### config.mk
export PLATFORM = sky130hd
export DESIGN_NAME = dmet_ctrl
export DESIGN_NICKNAME = d
export VERILOG_FILES = /design/src/hdl/dmet_pkg.sv /design/src/hdl/dmet_ctrl.sv
export SDC_FILE = /design/constraint.sdc
export NUM_CORES = 1
export LEC_CHECK = 0
export ABC_AREA = 1
export ABC_CLOCK_PERIOD_IN_PS = 1600
export CAP_MARGIN = 20
export CORE_AREA = 8 8 45 47
export DETAILED_ROUTE_END_ITERATION = 7
export DIE_AREA = 0 0 53 55
export DONT_BUFFER_PORTS = 1
export GPL_TIMING_DRIVEN = 0
export RECOVER_POWER = 50
export SLEW_MARGIN = 10
export SYNTH_ARGS = -nofsm -noshare
export SYNTH_HDL_FRONTEND = slang
export SYNTH_SLANG_ARGS = --single-unit
### constraint.sdc
create_clock -name clk -period 1.6 [get_ports clk]
set_input_delay 0.08 -clock clk [delete_from_list [all_inputs] [get_ports clk]]
set_output_delay 0.08 -clock clk [all_outputs]
set_load 0.05 [all_outputs]
### src/hdl/dmet_pkg.sv
// Package of the day-masked earliest-time table core: widths, defaults,
// opcodes, controller states and the command/status structs.
// No dependencies.
`timescale 1ns / 1ps

package dmet_pkg;

	localparam int LOCATIONS_DEF = 1024;
	localparam int ENTRIES_DEF   = 8;
	localparam int DAYS_DEF      = 64;

	localparam int LOC_W       = 10;
	localparam int TIME_W      = 21;
	localparam int DAYS_W      = 64;
	localparam int S_TDATA_W   = 96;
	localparam int M_TDATA_W   = 72;

	localparam logic OP_CLEAR = 1'b1;

	typedef enum logic [2:0] {
		ST_SWEEP,
		ST_IDLE,
		ST_CNT,
		ST_START,
		ST_EVAL,
		ST_FIN,
		ST_OUT
	} dmet_state_t;

	typedef struct packed {
		logic accept;
		logic sweep;
		logic start;
		logic eval;
		logic fin;
		logic out_load;
	} dmet_cmd_t;

	typedef struct packed {
		logic sweep_last;
		logic clear_op;
		logic loc_ok;
		logic walk_go;
		logic eval_more;
		logic out_free;
	} dmet_sts_t;

endpackage

### src/hdl/dmet_ctrl.sv
// Controller of the table core: sequences clear sweep, row walk, final
// write and result hand-off. Depends on dmet_pkg.
`timescale 1ns / 1ps

module dmet_ctrl (
	input  logic                 clk,
	input  logic                 arst_n,
	input  logic                 s_tvalid,
	output logic                 s_tready,
	input  dmet_pkg::dmet_sts_t  sts,
	output dmet_pkg::dmet_cmd_t  cmd
);

	dmet_pkg::dmet_state_t state_q, state_d;
	logic                  reply_q;

	always_ff @(posedge clk or negedge arst_n) begin
		if (!arst_n) begin
			state_q <= dmet_pkg::ST_SWEEP;
			reply_q <= 1'b0;
		end else begin
			state_q <= state_d;
			if (cmd.accept) begin
				reply_q <= sts.clear_op;
			end
		end
	end

	always_comb begin
		state_d = state_q;
		case (state_q)
			dmet_pkg::ST_SWEEP: begin
				if (sts.sweep_last) begin
					state_d = reply_q ? dmet_pkg::ST_OUT : dmet_pkg::ST_IDLE;
				end
			end
			dmet_pkg::ST_IDLE: begin
				if (s_tvalid) begin
					if (sts.clear_op) begin
						state_d = dmet_pkg::ST_SWEEP;
					end else if (!sts.loc_ok) begin
						state_d = dmet_pkg::ST_OUT;
					end else begin
						state_d = dmet_pkg::ST_CNT;
					end
				end
			end
			dmet_pkg::ST_CNT:   state_d = dmet_pkg::ST_START;
			dmet_pkg::ST_START: state_d = sts.walk_go ? dmet_pkg::ST_EVAL : dmet_pkg::ST_FIN;
			dmet_pkg::ST_EVAL:  state_d = sts.eval_more ? dmet_pkg::ST_EVAL : dmet_pkg::ST_FIN;
			dmet_pkg::ST_FIN:   state_d = dmet_pkg::ST_OUT;
			dmet_pkg::ST_OUT: begin
				if (sts.out_free) begin
					state_d = dmet_pkg::ST_IDLE;
				end
			end
			default: state_d = dmet_pkg::ST_IDLE;
		endcase
	end

	always_comb begin
		cmd          = '0;
		s_tready     = 1'b0;
		case (state_q)
			dmet_pkg::ST_SWEEP: cmd.sweep = 1'b1;
			dmet_pkg::ST_IDLE: begin
				s_tready   = 1'b1;
				cmd.accept = s_tvalid;
			end
			dmet_pkg::ST_START: cmd.start = 1'b1;
			dmet_pkg::ST_EVAL:  cmd.eval  = 1'b1;
			dmet_pkg::ST_FIN:   cmd.fin   = 1'b1;
			dmet_pkg::ST_OUT:   cmd.out_load = sts.out_free;
			default: cmd = '0;
		endcase
	end

endmodule

==> out/metrics.csv <==
metric,value,unit
worst_setup_path_start_kind,register,
row_count,14,
worstPathArrival,1430,ps
clk_latency,230,ps
cp_top_family,simple AND/OR/NAND/NOR gates,
grt_pass1_vias,371,
yosysWarningCount,0,
io_buffers,0,
ys_seq_area_frac,0.2462,
drive_gt1_frac,0.2923,
post-dp-hpwl,728,um
cts_tree,done,
drt_iter0_drc,5,
synth_cells,60,
setup_viol,0,
die_y,55,um
skew,2.796,ps
fp.coreArea,0.001384,mm2
crit_type,register to primary output,
report.final.slew_viol_count,0,
cp-end-kind,primary output,
diodes,0,
synth.net_count,69,
grt_use_total,0.06732,
clockBufferDepth,2,
crit_chain,buf_6 > nor3_2,
ir_drop,0.0007081,V
first_pass_iters,2,
reg2reg_depth,7,
cp.required,1520,ps
clk_pin_slew,30,ps
clockRootBuffer,clkbuf_4,
cpPeakStageDelay,700,ps
layout.nets,76,
ys_seq_elements,4,
syn_area,406.6,um2
r2r_start,state_q[1]$_DFFE_PN0P_,
most-common-layout-cells,"14 x nand2_1, 9 x inv_1, 8 x nand3_1",
cp.buffers_inverters,1,
cts.sinks,4,
yosys.cell_types.count,16,
hold_path_class,input pin to register,
fin_ws,87.05,ps
dieArea,0.002915,mm2
pre_cts_ws,173.8,ps
dpl_cell_area,441.7,um2
io_pins,16,
fillers,153,
fin_setup_tns,0,ps
max_freq,661.0,MHz
hold_path_end,state_q[0]$_DFFE_PN0P_,
period_minus_slack,1513,ps
num_vias,351,
power.static_leakage,0.0002679,uW
grt_start_max_net_pins,9,
grt_pass1_wl,1483,um
final_core_util,0.3499,
initial_core_util,0.2939,
die_x,53,um
maxCapViolCount,0,
cp_slowest_cell,nor3_2,
hold_start,s_tvalid,
grt_overflow_total,0,
reg2reg_to,state_q[0]$_DFFE_PN0P_,
status,"complete, no violations",
ant_nets,0,
gp_congestion,0.8344,
period_share,0.9456,
vias_per_cell,4.333,
cp_max_fo,8,
cts_made_buffers,3,
postCtsSetupRepairBufs,0,
h-tree-depth,1,
syn_avg_cell_area,6.777,um2
power_density,2380,mW/mm2
totalPowerFinal,1152,uW
finalHoldViolations,0,
rrSetupSlack,160,ps
hold_buffers,2,
antenna_found_initial,0,
design_area,484.2,um2
avgRoutedWirePerCell,10.69,um
final_common_cell,nand2_1,
drcViolationCount,0,
drt_wl_total,866,um
tightest_slew,846.4,ps
max-slew-margin-rel,0.4326,
cts-resized-gates,0,
syn_to_final_growth,19.08,%
grt_setup_unrepaired,no,
hold_depth,3,
-- power breakdown --
group / switching, uW / total [uW] / internal [uW] / leakage, uW
Clock: 38.4 / 122 / 83.7 / 0.0000138
Combinational: 622 / 857 / 235 / 0.000204
Sequential: 21.3 / 173 / 151 / 0.0000499
-- how the worst max path moves through the flow --
stage,start,endpoint,depth (start not counted)
after floorplan,state_q[1]$_DFFE_PN0P_,cmd[2],2
after global placement,state_q[2]$_DFFE_PN0P_,cmd[2],3
after detailed placement,state_q[1]$_DFFE_PN0P_,state_q[0]$_DFFE_PN0P_,7
after CTS,state_q[2]$_DFFE_PN0P_,cmd[2],3
after global routing,state_q[2]$_DFFE_PN0P_,cmd[2],3
final,state_q[0]$_DFFE_PN0P_,cmd[0],2
-- cell usage after synthesis --
library cell / n / area, um2
inv_4: 1 / 6.260
inv_2: 2 / 7.510
nand3b_1: 2 / 15.01
inv_1: 9 / 33.78
o21ai_0: 2 / 10.01
nor2_2: 2 / 12.51
nor3_1: 3 / 15.01
nand3_1: 8 / 40.04
nand2_4: 2 / 22.52
buf_6: 2 / 22.52
nor2_4: 2 / 22.52
buf_4: 1 / 7.510
nor2_1: 5 / 18.77
dfrtp_1: 4 / 100.1
nand2_1: 14 / 52.55
nor2_8: 1 / 20.02
-- metal layers --
| metal | routed length [um] | part of all wire | GRT usage |
|---|---|---|---|
| met1 | 379 | 0.44 | 0.07023 |
| met2 | 377 | 0.44 | 0.09766 |
| met3 | 109 | 0.13 | 0.04813 |
| met4 | 0 | 0 | 0.03879 |
| met5 | 0 | 0 | 0 |
-- flip-flops by register name, indices dropped and copies added (netlist names) --
signal,cells
reply_q,1
state_q,3
-- cell type report --
type | count | area [um2] | share of cell area
well taps | 16 | 20.02 | 0.04134
plain buffers | 3 | 30.03 | 0.06202
flip-flops and latches | 4 | 100.1 | 0.2067
clock buffers | 3 | 22.52 | 0.04651
inverters | 12 | 47.55 | 0.09819
multi-input cells | 41 | 244.0 | 0.5039
repair buffers | 2 | 20.02 | 0.04134
-- cell families (layout without fill, tap and decap cells) --
logic type             count (synthesis)  in the layout  synth area share
AO/OA/AOI/OAI                          2              2           0.02462
buffers and inverters                 15             20            0.1908
flip-flops                             4              4            0.2462
AND/OR/NAND/NOR                       39             39            0.5384
-- per-stage QoR --
step / hold WS, ps / std cells
after floorplan: -215.6 / 60
after global placement: -215.5 / 76
after detailed placement: -215.5 / 76
after CTS: 0.5745 / 81
after global routing: 36.12 / 81
final: 10.23 / 81
-- worst reg2reg max path, stage by stage (launching register included) --
cell     delay, ps
dfrtp_1        310
buf_4          170
nand2_1         80
nor2_2         480
nand2_1        100
nand3_1        120
nand2_1         60
nand2_1         60
No activity file was read; power rests on OpenSTA's default activity.
